===== src/design/csp_pkg.sv =====
package csp_pkg;

  localparam int STORE_WIDTH_DEF  = 256;
  localparam int STORE_HEIGHT_DEF = 256;
  localparam int CHANNELS_DEF     = 3;
  localparam int MAX_CH           = 3;

  localparam int SAMPLE_W = 8;   // one channel sample
  localparam int POS_W    = 12;  // coordinate fields
  localparam int CROPSZ_W = 9;   // crop width/height registers
  localparam int PATCH_W  = 13;  // patch width/height registers
  localparam int QFRAC_W  = 16;  // fraction bits of the Q9.16 step
  localparam int STEP_W   = CROPSZ_W + QFRAC_W;  // max step is 511 << 16
  localparam int PROD_W   = STEP_W + POS_W;
  localparam int FRAC_W   = 8;   // blend weight bits
  localparam int REG_W    = 13;  // config data width
  localparam int IDX_W    = 3;

  typedef enum logic [IDX_W-1:0] {
    REG_CROP_LEFT    = 3'd0,
    REG_CROP_TOP     = 3'd1,
    REG_CROP_WIDTH   = 3'd2,
    REG_CROP_HEIGHT  = 3'd3,
    REG_PATCH_LEFT   = 3'd4,
    REG_PATCH_TOP    = 3'd5,
    REG_PATCH_WIDTH  = 3'd6,
    REG_PATCH_HEIGHT = 3'd7
  } reg_idx_t;

  // Blend weights for one pixel, shared by all lanes
  typedef struct packed {
    logic [FRAC_W-1:0] fx;
    logic [FRAC_W-1:0] fy;
  } weights_t;

endpackage


===== src/design/csp_lane.sv =====
// One channel of the bilinear blend: horizontal pass, then vertical pass.
module csp_lane (
  input  logic                           clk,
  input  csp_pkg::weights_t              wt,
  input  logic [csp_pkg::SAMPLE_W-1:0]   a,
  input  logic [csp_pkg::SAMPLE_W-1:0]   b,
  input  logic [csp_pkg::SAMPLE_W-1:0]   c,
  input  logic [csp_pkg::SAMPLE_W-1:0]   d,
  output logic [csp_pkg::SAMPLE_W-1:0]   v
);

  localparam int W9  = csp_pkg::FRAC_W + 1;
  localparam int HW  = 2 * csp_pkg::SAMPLE_W;
  localparam int SW  = HW + csp_pkg::FRAC_W;

  logic [W9-1:0]                 wx0, wx1, wy0, wy1;
  logic [HW-1:0]                 top, bot;
  logic [csp_pkg::FRAC_W-1:0]    fy_d;
  logic [SW-1:0]                 sum;

  assign wx1 = W9'(wt.fx);
  assign wx0 = W9'(1 << csp_pkg::FRAC_W) - wx1;
  assign wy1 = W9'(fy_d);
  assign wy0 = W9'(1 << csp_pkg::FRAC_W) - wy1;
  assign sum = SW'(top) * SW'(wy0) + SW'(bot) * SW'(wy1);

  always_ff @(posedge clk) begin
    top  <= HW'(HW'(a) * HW'(wx0) + HW'(b) * HW'(wx1));
    bot  <= HW'(HW'(c) * HW'(wx0) + HW'(d) * HW'(wx1));
    fy_d <= wt.fy;
    v    <= sum[SW-1:HW];
  end

endmodule


===== config.mk =====
export PLATFORM = sky130hd
export DESIGN_NAME = csp_lane
export DESIGN_NICKNAME = d
export VERILOG_FILES = /design/src/design/csp_pkg.sv /design/src/design/csp_lane.sv
export SDC_FILE = /design/constraint.sdc
export NUM_CORES = 1
export LEC_CHECK = 0
export ABC_AREA = 0
export BUFFER_PORTS_ARGS = -buffer_cell sky130_fd_sc_hd__clkbuf_2
export CAP_MARGIN = 20
export CORE_MARGIN = 2
export CORE_UTILIZATION = 55
export CTS_BUF_LIST = sky130_fd_sc_hd__clkbuf_8
export CTS_CLUSTER_SIZE = 10
export DETAILED_ROUTE_END_ITERATION = 10
export GPL_TIMING_DRIVEN = 0
export PLACE_DENSITY = 0.78
export SLEW_MARGIN = 40
export SYNTH_ARGS = -nofsm -noshare
export SYNTH_HDL_FRONTEND = slang
export SYNTH_SLANG_ARGS = --single-unit

===== constraint.sdc =====
create_clock -name clk -period 13 [get_ports clk]
set_clock_uncertainty 0.05 [all_clocks]
set_input_delay 0.65 -clock clk [delete_from_list [all_inputs] [get_ports clk]]
set_output_delay 0.65 -clock clk [all_outputs]
set_load 0.1 [all_outputs]

==> out/qor.csv <==
stage;metric;value;unit
cells_and_area;fin nets;2780;
critical_path;CP max stage cell;xor2_1;
hold_path;WHS Path Cells;1;
critical_path;worst path required time;13.16;ns
global_routing;largest net degree at the start of global routing;17;
global_routing;vias in the first global route;14900;
cts;clk slew on worst S/H paths;0.11;ns
cts;clk_lat worst skew;0.35;ns
sta;Fin. Hold Viols;0;
synthesis;adder-cell share of the synthesized area;0.591;
die;die area;35200;sq um
drt;total wire length;42100;um
drt;drt initial violations;780;
sta;worst-margin pin slew;0.788;ns
critical_path;Setup CP Type;flop to flop;
die;Rows;67;
critical_path;crit path launch type;flop;
sta;RSZ-0062 raised after global routing;false;
critical_path;arrival time worst endpoint;8.25;ns
drt;Pre-Repair DR Iteration Count;5;
synthesis;Synth Area in XOR/XNOR;0.0283;
synthesis;Primary FF master, synth;dfxtp_1;
synthesis;Synth Area per Inst;9.01;sq um
cells_and_area;area delta synth->final;4.94;%
die;# IOs;57;
critical_path;crit path cell chain;clkbuf_1 -> inv_1 -> ha_1 -> or3b_4 -> xor2_1 -> clkbuf_1 -> nand2_1 -> fa_1 -> fa_1 -> fa_1 -> inv_1 -> fa_1 -> fa_1 -> inv_1 -> fa_1 -> inv_1 -> ha_1 -> a21oi_1 -> nor2b_1 -> o31a_1 -> o21bai_1 -> a21oi_1 -> o21ai_0 -> a211oi_1;
cts;CTS Buf Count;5;
synthesis;portion of netlist area occupied by mux cells;0;
sta;slew margin rel.;0.474;
sta;min Tclk post-route;8.09;ns
synthesis;Yosys cell types;44;
sta;Fin Setup TNS;0;ns
critical_path;CP Buf/Inv Count;6;
placement;GPL Wtd Cong;0.908;
drt;via count;13400;
die;Initial Utilization;0.556;
die;Die W;188;um
run;Max Cap Viol;0;
synthesis;Post-synth EDFFs;0;
cts;htree depth;2;
cells_and_area;Fill cells;2912;
synthesis;Yosys warnings;0;
placement;Place WS;4.98;ns
global_routing;Global Route Usage Sum;0.254;
drt;DRC violations left;0;
cells_and_area;most frequent cells in the layout;549 x inv_1, 422 x fa_1, 301 x and2_1;
synthesis;Syn Inst Count;2058;
sta;f_max;0.124;GHz
die;chip height;188;um
critical_path;CP Capture Type;flop;
synthesis;number of synthesized register bits;48;
sta;final setup margin;4.91;ns
synthesis;largest family of logic cells by synthesized area;adder cells;
critical_path;Worst Reg-to-Reg Cells;24;
critical_path;critical path's top delay family;adder cells;
synthesis;post-synthesis sequential area ratio;0.0518;
critical_path;CP max stage delay;0.55;ns
cts;setup bufs post-CTS;0;
global_routing;first-pass GRT wire length;71400;um
drt;vias per inst;5.23;
synthesis;Compound-Gate Fraction of Synth Area;0.0277;
critical_path;CP most frequent cell;fa_1;
global_routing;total gr overflow;0;
global_routing;initial antenna violation count;1;
outcome;status;finished, final reports clean;
drt;average wire per standard cell;16.4;um
cts;CTS Hold Buffers Added;0;
cts;Sink Count;48;
drt;post-route ant nets;0;
cts;Clock Tree Root;clkbuf_8;
cells_and_area;commonest non-fill, non-tap cell in the layout;inv_1;
critical_path;Worst Path Max Fanout;10;
critical_path;critical path depth;24;
sta;setup violators final;0;
cells_and_area;layout cells sized above 1;0.0318;
cts;clock buffer depth;2;
cts;Resized cells post-CTS;0;
synthesis;fraction of registers with async set/reset;0;
synthesis;Post-Syn Area;18500;sq um
placement;IO Port Bufs;43;
hold_path;HP Class;primary input to flop;
synthesis;simple-gate share of the synthesized area;0.175;
cts;CTS tree;done;
placement;placed wire-length estimate;36500;um
sta;Max Transition Viols Final;0;
die;Core ar.;33400;sq um
synthesis;Syn Nets;2730;
sta;Tcrit/Tclk final;0.622;
==> cell type report <==
| type | instances | area, sq um | area share |
|---|---|---|---|
| Sequential cell | 48 | 961 | 0.0494 |
| Inverter | 549 | 2060 | 0.106 |
| Tap cell | 448 | 561 | 0.0288 |
| Clock buffer | 5 | 68.8 | 0.00354 |
| Buffer | 70 | 272 | 0.0139 |
| Timing Repair Buffer | 43 | 215 | 0.0111 |
| Multi-Input combinational cell | 1391 | 15300 | 0.785 |
| Antenna cell | 1 | 2.50 | 0.000129 |
| Clock inverter | 3 | 46.3 | 0.00238 |
==> synthesized netlist by cell type (all sizes together), types with 2 or more instances <==
cell,instances,area (sq um)
inv,549,2060
fa,422,8450
and2,301,1880
nand2,256,963
ha,201,2510
clkbuf,53,199
dfxtp,48,961
xnor2,44,393
a21oi,30,150
buf,17,72.6
nor2,16,60.1
nor3,15,80.1
o21ai,15,75.1
xor2,15,131
nand3,9,45.0
a211oi,8,65.1
a21o,6,45.0
nor2b,6,37.5
or3,6,37.5
nand4,4,25.0
o21a,4,30.0
o21bai,4,30.0
a31o,3,26.3
and3,3,18.8
nand2b,3,18.8
a211o,2,17.5
a31oi,2,12.5
a41oi,2,17.5
nor4,2,12.5
o211a,2,20.0
or2,2,12.5
or4,2,15.0
==> path summary, 6_finish.rpt <==
kind	slack, ns	startpoint	to
setup reg to reg	4.91	fy_d[0]$_DFF_P_	v[4]$_DFF_P_
hold reg to reg	1.06	top[15]$_DFF_P_	v[7]$_DFF_P_
hold / removal	0.35	wt[5]	fy_d[5]$_DFF_P_
setup / recovery	4.91	fy_d[0]$_DFF_P_	v[4]$_DFF_P_
==> state kept, by name, indices dropped and copies added (netlist names) <==
signal / cells
top: 16
bot: 16
v: 8
fy_d: 8
==> metrics by stage <==
| step | utilization | instance area (sq um) | hold slack, ns | std cells |
|---|---|---|---|---|
| 2_1_floorplan | - | 18500 | 0.628 | 2058 |
| 4_1_cts | 0.583 | 19500 | 0.340 | 2557 |
| 3_5_place_dp | 0.580 | 19300 | 0.707 | 2549 |
| 5_1_grt | 0.583 | 19500 | 0.340 | 2557 |
| 6_report | 0.583 | 19500 | 0.349 | 2558 |
| 3_3_place_gp | 0.579 | 19300 | 0.704 | 2549 |
==> cells by family (layout without fill, tap and decap cells) <==
family,after synthesis,after routing
AND/OR/NAND/NOR,628,628
flip-flops,48,48
AO/OA/AOI/OAI,81,81
adder cells (fa/ha/maj),623,623
buffers and inverters,619,670
other,0,1
XOR/XNOR,59,59
==> per-layer routing <==
layer | up-vias | global-route usage | share of wire
li1 | 6041 | - | -
met1 | 6687 | 0.312 | 0.38
met2 | 548 | 0.457 | 0.51
met3 | 96 | 0.0333 | 0.073
met4 | 0 | 0.0924 | 0.035
met5 | - | 0 | 0
Power is left out: the tool's default activity adds up to more than one toggle a clock period on the data nets, which glitch-free logic cannot reach.
