## config.mk

```make
export PLATFORM = sky130hd
export DESIGN_NAME = csp_div
export DESIGN_NICKNAME = d
export VERILOG_FILES = /design/src/design/csp_pkg.sv /design/src/design/csp_div.sv
export SDC_FILE = /design/constraint.sdc
export NUM_CORES = 1
export LEC_CHECK = 0
export BUFFER_PORTS_ARGS = -buffer_cell sky130_fd_sc_hd__buf_4
export CAP_MARGIN = 20
export CORE_ASPECT_RATIO = 1.2
export CORE_MARGIN = 8
export CORE_UTILIZATION = 35
export CTS_BUF_LIST = sky130_fd_sc_hd__clkbuf_4 sky130_fd_sc_hd__clkbuf_8 sky130_fd_sc_hd__clkbuf_16
export CTS_CLUSTER_DIAMETER = 30
export CTS_CLUSTER_SIZE = 28
export DETAILED_ROUTE_END_ITERATION = 8
export HOLD_SLACK_MARGIN = 0.02
export SYNTH_ARGS = -nofsm -noshare
export SYNTH_HDL_FRONTEND = slang
export SYNTH_SLANG_ARGS = --single-unit
```

## constraint.sdc

```tcl
create_clock -name clk -period 3.3 [get_ports clk]
set_input_delay 0.495 -clock clk [delete_from_list [all_inputs] [get_ports clk]]
set_output_delay 0.495 -clock clk [all_outputs]
set_load 0.05 [all_outputs]
```

## src/design/csp_pkg.sv

```systemverilog
package csp_pkg;

  localparam int STORE_WIDTH_DEF  = 256;
  localparam int STORE_HEIGHT_DEF = 256;
  localparam int CHANNELS_DEF     = 3;
  localparam int MAX_CH           = 3;

  localparam int SAMPLE_W = 8;   // one channel sample
  localparam int POS_W    = 12;  // coordinate fields
  localparam int CROPSZ_W = 9;   // crop width/height registers
  localparam int PATCH_W  = 13;  // patch width/height registers
  localparam int QFRAC_W  = 16;  // fraction bits of the Q9.16 step
  localparam int STEP_W   = CROPSZ_W + QFRAC_W;  // max step is 511 << 16
  localparam int PROD_W   = STEP_W + POS_W;
  localparam int FRAC_W   = 8;   // blend weight bits
  localparam int REG_W    = 13;  // config data width
  localparam int IDX_W    = 3;

  typedef enum logic [IDX_W-1:0] {
    REG_CROP_LEFT    = 3'd0,
    REG_CROP_TOP     = 3'd1,
    REG_CROP_WIDTH   = 3'd2,
    REG_CROP_HEIGHT  = 3'd3,
    REG_PATCH_LEFT   = 3'd4,
    REG_PATCH_TOP    = 3'd5,
    REG_PATCH_WIDTH  = 3'd6,
    REG_PATCH_HEIGHT = 3'd7
  } reg_idx_t;

  // Blend weights for one pixel, shared by all lanes
  typedef struct packed {
    logic [FRAC_W-1:0] fx;
    logic [FRAC_W-1:0] fy;
  } weights_t;

endpackage

```

## src/design/csp_div.sv

```systemverilog
// Restoring divider: quot = (num << 16) / den, one quotient bit per cycle.
// den of zero gives zero. quot holds until the next division completes.
module csp_div (
  input  logic                               clk,
  input  logic                               rst,
  input  logic                               start,
  input  logic [csp_pkg::CROPSZ_W-1:0]       num,
  input  logic [csp_pkg::PATCH_W-1:0]        den,
  output logic [csp_pkg::STEP_W-1:0]         quot,
  output logic                               busy
);

  localparam int CNT_W = $clog2(csp_pkg::STEP_W + 1);

  logic [CNT_W-1:0]              cnt;
  logic [csp_pkg::STEP_W-1:0]    dvd;
  logic [csp_pkg::PATCH_W-1:0]   rem;
  logic [csp_pkg::PATCH_W-1:0]   den_r;
  logic [csp_pkg::PATCH_W:0]     rem_sh;
  logic [csp_pkg::PATCH_W:0]     rem_sub;
  logic                          qbit;

  assign rem_sh  = {rem, dvd[csp_pkg::STEP_W-1]};
  assign qbit    = rem_sh >= {1'b0, den_r};
  assign rem_sub = qbit ? rem_sh - {1'b0, den_r} : rem_sh;
  assign busy    = cnt != '0;

  always_ff @(posedge clk) begin
    if (rst) begin
      cnt  <= '0;
      quot <= '0;
    end else if (start) begin
      cnt   <= CNT_W'(csp_pkg::STEP_W);
      dvd   <= {num, {csp_pkg::QFRAC_W{1'b0}}};
      rem   <= '0;
      den_r <= den;
    end else if (busy) begin
      cnt <= cnt - 1'b1;
      dvd <= {dvd[csp_pkg::STEP_W-2:0], qbit};
      rem <= rem_sub[csp_pkg::PATCH_W-1:0];
      if (cnt == CNT_W'(1)) begin
        quot <= (den_r == '0) ? '0 : {dvd[csp_pkg::STEP_W-2:0], qbit};
      end
    end
  end

endmodule

```

==> reports/results.ini, run 1 <==
[logic_synthesis]
synth_area_mm2 = 0.00369
syn_inst = 318
synth_top_cell_area_share_pct = 41.5
ys_types = 46
syn-num-nets = 359
synth-seq-cells = 81
ys_top_cells_by_count = edfxtp_1, nor2_1, dfxtp_1
ys_warn_count = 0
synth_edf_count = 51
synth_ff_type = edfxtp_1
yosys.cell_count.top_type = edfxtp_1
synth_area_leaders = edfxtp_1, dfxtp_1, ha_1
yosysSeqAreaShare_pct = 57.8
synth_async_sr_flop_share_pct = 0
avgSynthCellArea_um2 = 11.6
yosys.area.top_type = edfxtp_1

[route]
wire_per_inst_um = 16.6
drt-initial-drc-count = 137
viasPerCell = 5.17
vias = 2620
ant_nets = 0
drc = 0
routed_wl_mm = 8.40
drtPass1Iterations = 4

[floorplanning]
fp.dieArea_mm2 = 0.0141
die_w_um = 110
die_y_um = 128
ioPinCount = 51
num_rows = 41
core_mm2 = 0.0104
start_util_pct = 35.4

[sta]
slew_violations = 0
timing.setup.tns_ns = 0
max_slew.worst_pin.slew_ns = 0.572
hold_violations = 0
fin_crit_ns = 2.89
finalWorstSetupSlack_ns = 0.412
fmax_ghz = 0.346
post-route-period-util_pct = 87.5
setup_viol = 0
rsz0062_at_grt = no
maxSlewHeadroom_pct = 61.4
skew_ns = 0.00671
holdWs_ns = 0.335

[global_routing]
grt_max_degree = 40
grt_first_pass_wirelength_mm = 13.8
grt_usage_pct = 12.7
grt_pass1_vias = 2794
gr-total-overflow = 0
antenna_found_initial = 0

[placed_design]
place_hpwl_mm = 5.83
dp_slack_ns = 0.444
gp_congestion = 0.853
io_buffers = 50

[hold_path]
holdCritStartpoint = den[1]
whs_endpoint = den_r[1]
holdPathStages = 1
hold_class = input port to flop

[clock_network]
cts_buffers = 9
cts-root-buf = clkbuf_16
htree_num_levels = 3
ctsResizeCount = 0
cts_hold_buf = 0
ctsLongestPathBuffers = 2
clk_pin_slew_ns = 0.06
cts_tree = yes
post-cts-setup-buffer-count = 0
cts_num_sinks = 81
insertion_delay_ns = 0.34

[layout]
antenna_cells = 0
ff_latch_area_mm2 = 0.00213
layout-drive-gt1-share_pct = 24.6
synthToLayoutAreaGrowth_pct = 23.8
num-fill-cells = 990
multi_input_area_mm2 = 0.00143
finalNetCount = 414

[run]
drv_cap = 0

[setup_path]
r2r_cells = 11
crit_arrival_ns = 2.97
timing.reg2reg.setup_slack_ns = 0.41
crit_type = flop to flop
path_max_fanout = 12
timing.rr.end = rem[11]
reg2reg_from = dvd[24]
start_kind = flop
cp-end-kind = flop
crit_required_ns = 3.38

[run_status]
status = completed

[pwr]
p_leak_nw = 1.85
cellPowerDensity_mw_per_mm2 = 636
vdd_drop_max_mv = 0.298
fin_total_pwr_mw = 2.91

==> where the power goes <==
| part | leakage, nW | internal, mW | switching (mW) |
|---|---|---|---|
| combinational | 0.952 | 0.256 | 0.333 |
| sequential | 0.745 | 1.18 | 0.0485 |
| clock | 0.158 | 0.670 | 0.415 |
==> how the worst max path moves through the flow <==
stage | from | end | slack (ns) | cells past startpoint
3_5_place_dp | dvd[24] | rem[11] | 0.44 | 11
5_1_grt | dvd[24] | rem[1] | 0.27 | 11
4_1_cts | dvd[24] | rem[11] | 0.43 | 11
2_1_floorplan | dvd[24] | rem[2] | 0.61 | 12
3_3_place_gp | dvd[24] | rem[11] | 0.54 | 11
6_report | dvd[24] | rem[11] | 0.41 | 11
==> cell type report <==
| class | instances | share of cell area [%] |
|---|---|---|
| repair buffers | 57 | 9.64 |
| clock buffers | 9 | 4.93 |
| inverters | 22 | 1.81 |
| flip-flops and latches | 81 | 46.7 |
| well taps | 129 | 3.53 |
| multi-input cells | 202 | 31.2 |
| clock inverters | 7 | 2.22 |
==> worst max-delay path, stage by stage, from the launching register on <==
cell,delay [ns]
edfxtp_1,0.39
inv_1,0.08
ha_1,0.16
inv_1,0.05
fa_1,0.40
a21o_1,0.21
a22o_1,0.20
o31a_2,0.33
a211o_1,0.32
buf_4,0.21
nand2_1,0.16
o22ai_1,0.12
==> per-layer routing <==
layer  global-route usage (%)  wire length [µm]  up-vias
li1                         -                 -     1273
met1                     15.0              3600     1290
met2                     21.1              4290       47
met3                     3.50               374       10
met4                     5.25               128        0
met5                        0                 0        -
==> cell families (layout without fill, tap and decap cells) <==
kind of cell | after synthesis | in the layout | share of synthesized area [%]
AND/OR/NAND/NOR | 96 | 96 | 12.7
buffers and inverters | 35 | 95 | 4.07
multiplexers | 16 | 16 | 4.65
flip-flops | 81 | 81 | 57.8
XOR/XNOR | 11 | 11 | 2.61
adder cells (fa/ha/maj) | 16 | 16 | 5.63
AO/OA/AOI/OAI | 63 | 63 | 12.6
==> sequential cells by signal (all words and copies together) (netlist names) <==
name	flops
cnt	5
den_r	13
rem	13
dvd	25
quot	25
==> cells in the final DEF, fill, tap and decap left out, types with 2 or more instances in the layout <==
master,netlist,final
a211o_1,2,2
nor4_1,3,3
a21oi_1,12,11
ha_1,15,15
bufinv_16,0,2
mux2_2,9,9
dfxtp_1,30,30
xnor2_1,11,11
inv_1,22,22
nor2b_1,16,16
nand2_1,9,9
o22ai_1,3,3
nand3_1,4,4
edfxtp_1,51,51
a211oi_2,3,3
nor3_1,4,4
nand4_1,4,4
clkbuf_16,0,9
o21ai_0,4,4
buf_4,0,56
a21o_1,3,3
nor2_1,47,47
mux2i_1,7,7
a22oi_1,24,24
==> metrics by stage <==
stage	utilization, %	cells	area, µm²
final	43.9	507	4570
after global routing	43.9	507	4570
after CTS	43.9	507	4570
after detailed placement	40.7	491	4240
after global placement	40.7	491	4240
after floorplan	-	318	3690
Power figures use the tool's default switching activity.
==> inputs of run 2 (changes only) <==
==> constraint.sdc (replaced) <==
create_clock -name clk -period 3.2 [get_ports clk]
set_input_delay 0.48 -clock clk [delete_from_list [all_inputs] [get_ports clk]]
set_output_delay 0.48 -clock clk [all_outputs]
set_load 0.05 [all_outputs]
==> run 2 against run 1 <==
Net effect:
- highest routed layer unchanged
- largest power group unchanged
- sequential share of layout area grew 0.27 points
- fmax shrank 0.11%
- sequential power grew 3%
- clock skew is essentially flat
- critical path depth is the same
- count of clock-buffer cells in the layout is the same
==> reports/results.ini, run 2 (synthesis gave the netlist of run 1 again) <==
[pwr]
p_comb_share_pct = 20.8
pwr-share-clk_pct = 35.2
sw_frac_of_total_pct = 27.7
cellPowerDensity_mw_per_mm2 = 636
p_switching_mw = 0.800
p_int_mw = 2.09
vdd_drop_max_mv = 0.326
p_leak_nw = 1.85
pwr-share-seq_pct = 44.0
fin_total_pwr_mw = 2.89

[setup_path]
cp-end-kind = flop
crit_required_ns = 3.27
reg2reg_from = dvd[24]
timing.rr.end = rem[3]
crit_arrival_ns = 2.96
start_kind = flop
timing.reg2reg.setup_slack_ns = 0.31
path_max_fanout = 8
crit_type = flop to flop
r2r_cells = 11

[layout]
design_area_mm2 = 0.00454
final_common_cell = buf_4
num-fill-cells = 1009
mostFrequentLayoutCells = buf_4, edfxtp_1, nor2_1, dfxtp_1, a22oi_1
reg_top3 = dvd: 25 flops, quot: 25 flops
synthToLayoutAreaGrowth_pct = 23.1
antenna_cells = 0
layout-drive-gt1-share_pct = 24.8
final_core_util_pct = 43.6
finalNetCount = 415

[clock_network]
ctsResizeCount = 0
clk_pin_slew_ns = 0.06
cts_num_sinks = 81
cts-root-buf = clkbuf_16
ctsLongestPathBuffers = 2
insertion_delay_ns = 0.33
cts_buffers = 9
cts_hold_buf = 0
htree_num_levels = 3
cts_tree = yes
post-cts-setup-buffer-count = 0

[global_routing]
grt_first_pass_wirelength_mm = 13.6
gr-total-overflow = 0
grt_max_degree = 39
grt_pass1_vias = 2721
grt_usage_pct = 12.5
antenna_found_initial = 0

[placed_design]
gp_congestion = 0.841
place_hpwl_mm = 5.70
placed_cell_area_mm2 = 0.00425
io_buffers = 50

[run_status]
status = completed

[sta]
timing.setup.tns_ns = 0
skew_ns = 0.00639
post-route-period-util_pct = 90.4
rsz0062_at_grt = no
maxSlewHeadroom_pct = 57.8
max_slew.worst_pin.slew_ns = 0.625
setup_viol = 0
slew_violations = 0
fin_crit_ns = 2.89
fmax_ghz = 0.346
hold_violations = 0

[floorplanning]
num_rows = 41
core_mm2 = 0.0104
ioPinCount = 51
die_w_um = 110
fp.dieArea_mm2 = 0.0141
start_util_pct = 35.4
die_y_um = 128

[route]
routed_wl_mm = 8.18
drc = 0
wire_per_inst_um = 16.1
route.met2.wl_mm = 4.13
highest_layer = met4
drt-initial-drc-count = 145
wl_met3_um = 390
drt-met1-wl_mm = 3.55
drtPass1Iterations = 4
vias = 2614
ant_nets = 0
viasPerCell = 5.15

[run]
drv_cap = 0

[hold_path]
hold_class = input port to flop
holdPathStages = 1
whs_endpoint = den_r[11]
holdCritStartpoint = den[11]

-- run 2: cell count changes in the layout (fill, tap and decap cells not counted), sizes merged --
cell | before | now
buf | 57 | 58
bufinv | 2 | 1
clkinv | 2 | 3
-- run 2: cell type report --
cell class | instances | area (µm²) | area share (%)
Tap cell | 129 | 161 | 3.55
Timing Repair Buffer | 58 | 448 | 9.86
Inverter | 22 | 82.6 | 1.82
Clock buffer | 9 | 225 | 4.96
Clock inverter | 7 | 67.6 | 1.49
Multi-Input combinational cell | 202 | 1430 | 31.4
Sequential cell | 81 | 2130 | 46.9
-- run 2: worst max-delay path, cell delays in order, from the launching register on --
cell      delay (ns)
edfxtp_1        0.38
inv_1           0.07
ha_1            0.16
inv_1           0.05
fa_1            0.40
a21o_1          0.21
a22o_1          0.20
o31a_2          0.33
a211o_1         0.41
buf_4           0.21
mux2i_1         0.15
nor2_1          0.06
-- run 2: worst max-delay path by stage --
stage                     startpoint      to  depth (start not counted)
after floorplan              dvd[24]  rem[2]                         12
after global placement       dvd[24]  rem[3]                         11
after detailed placement     dvd[24]  rem[1]                         11
after CTS                    dvd[24]  rem[9]                         11
after global routing         dvd[24]  rem[7]                         11
final                        dvd[24]  rem[3]                         11
-- run 2: power by group through the flow --
stage	Clock [mW]	Sequential, mW	Combinational (mW)
final	1.02	1.27	0.599
after global placement	0	1.29	0.592
after global routing	1.09	1.28	0.669
after floorplan	0	1.30	0.443
after detailed placement	0	1.29	0.600
after CTS	1.04	1.27	0.604
-- run 2: metal layers --
metal / track usage, % / up-vias
met2: 20.6 / 56
li1: - / 1264
met3: 4.20 / 8
met5: 0 / -
met4: 4.06 / 0
met1: 14.8 / 1286
-- run 2: per-stage QoR --
stage	hold slack [ns]	setup slack, ns	instances
after floorplan	0.476	0.506	318
after global placement	0.489	0.353	492
after detailed placement	0.499	0.313	492
after CTS	0.311	0.300	508
after global routing	0.302	0.130	508
final	0.323	0.308	508
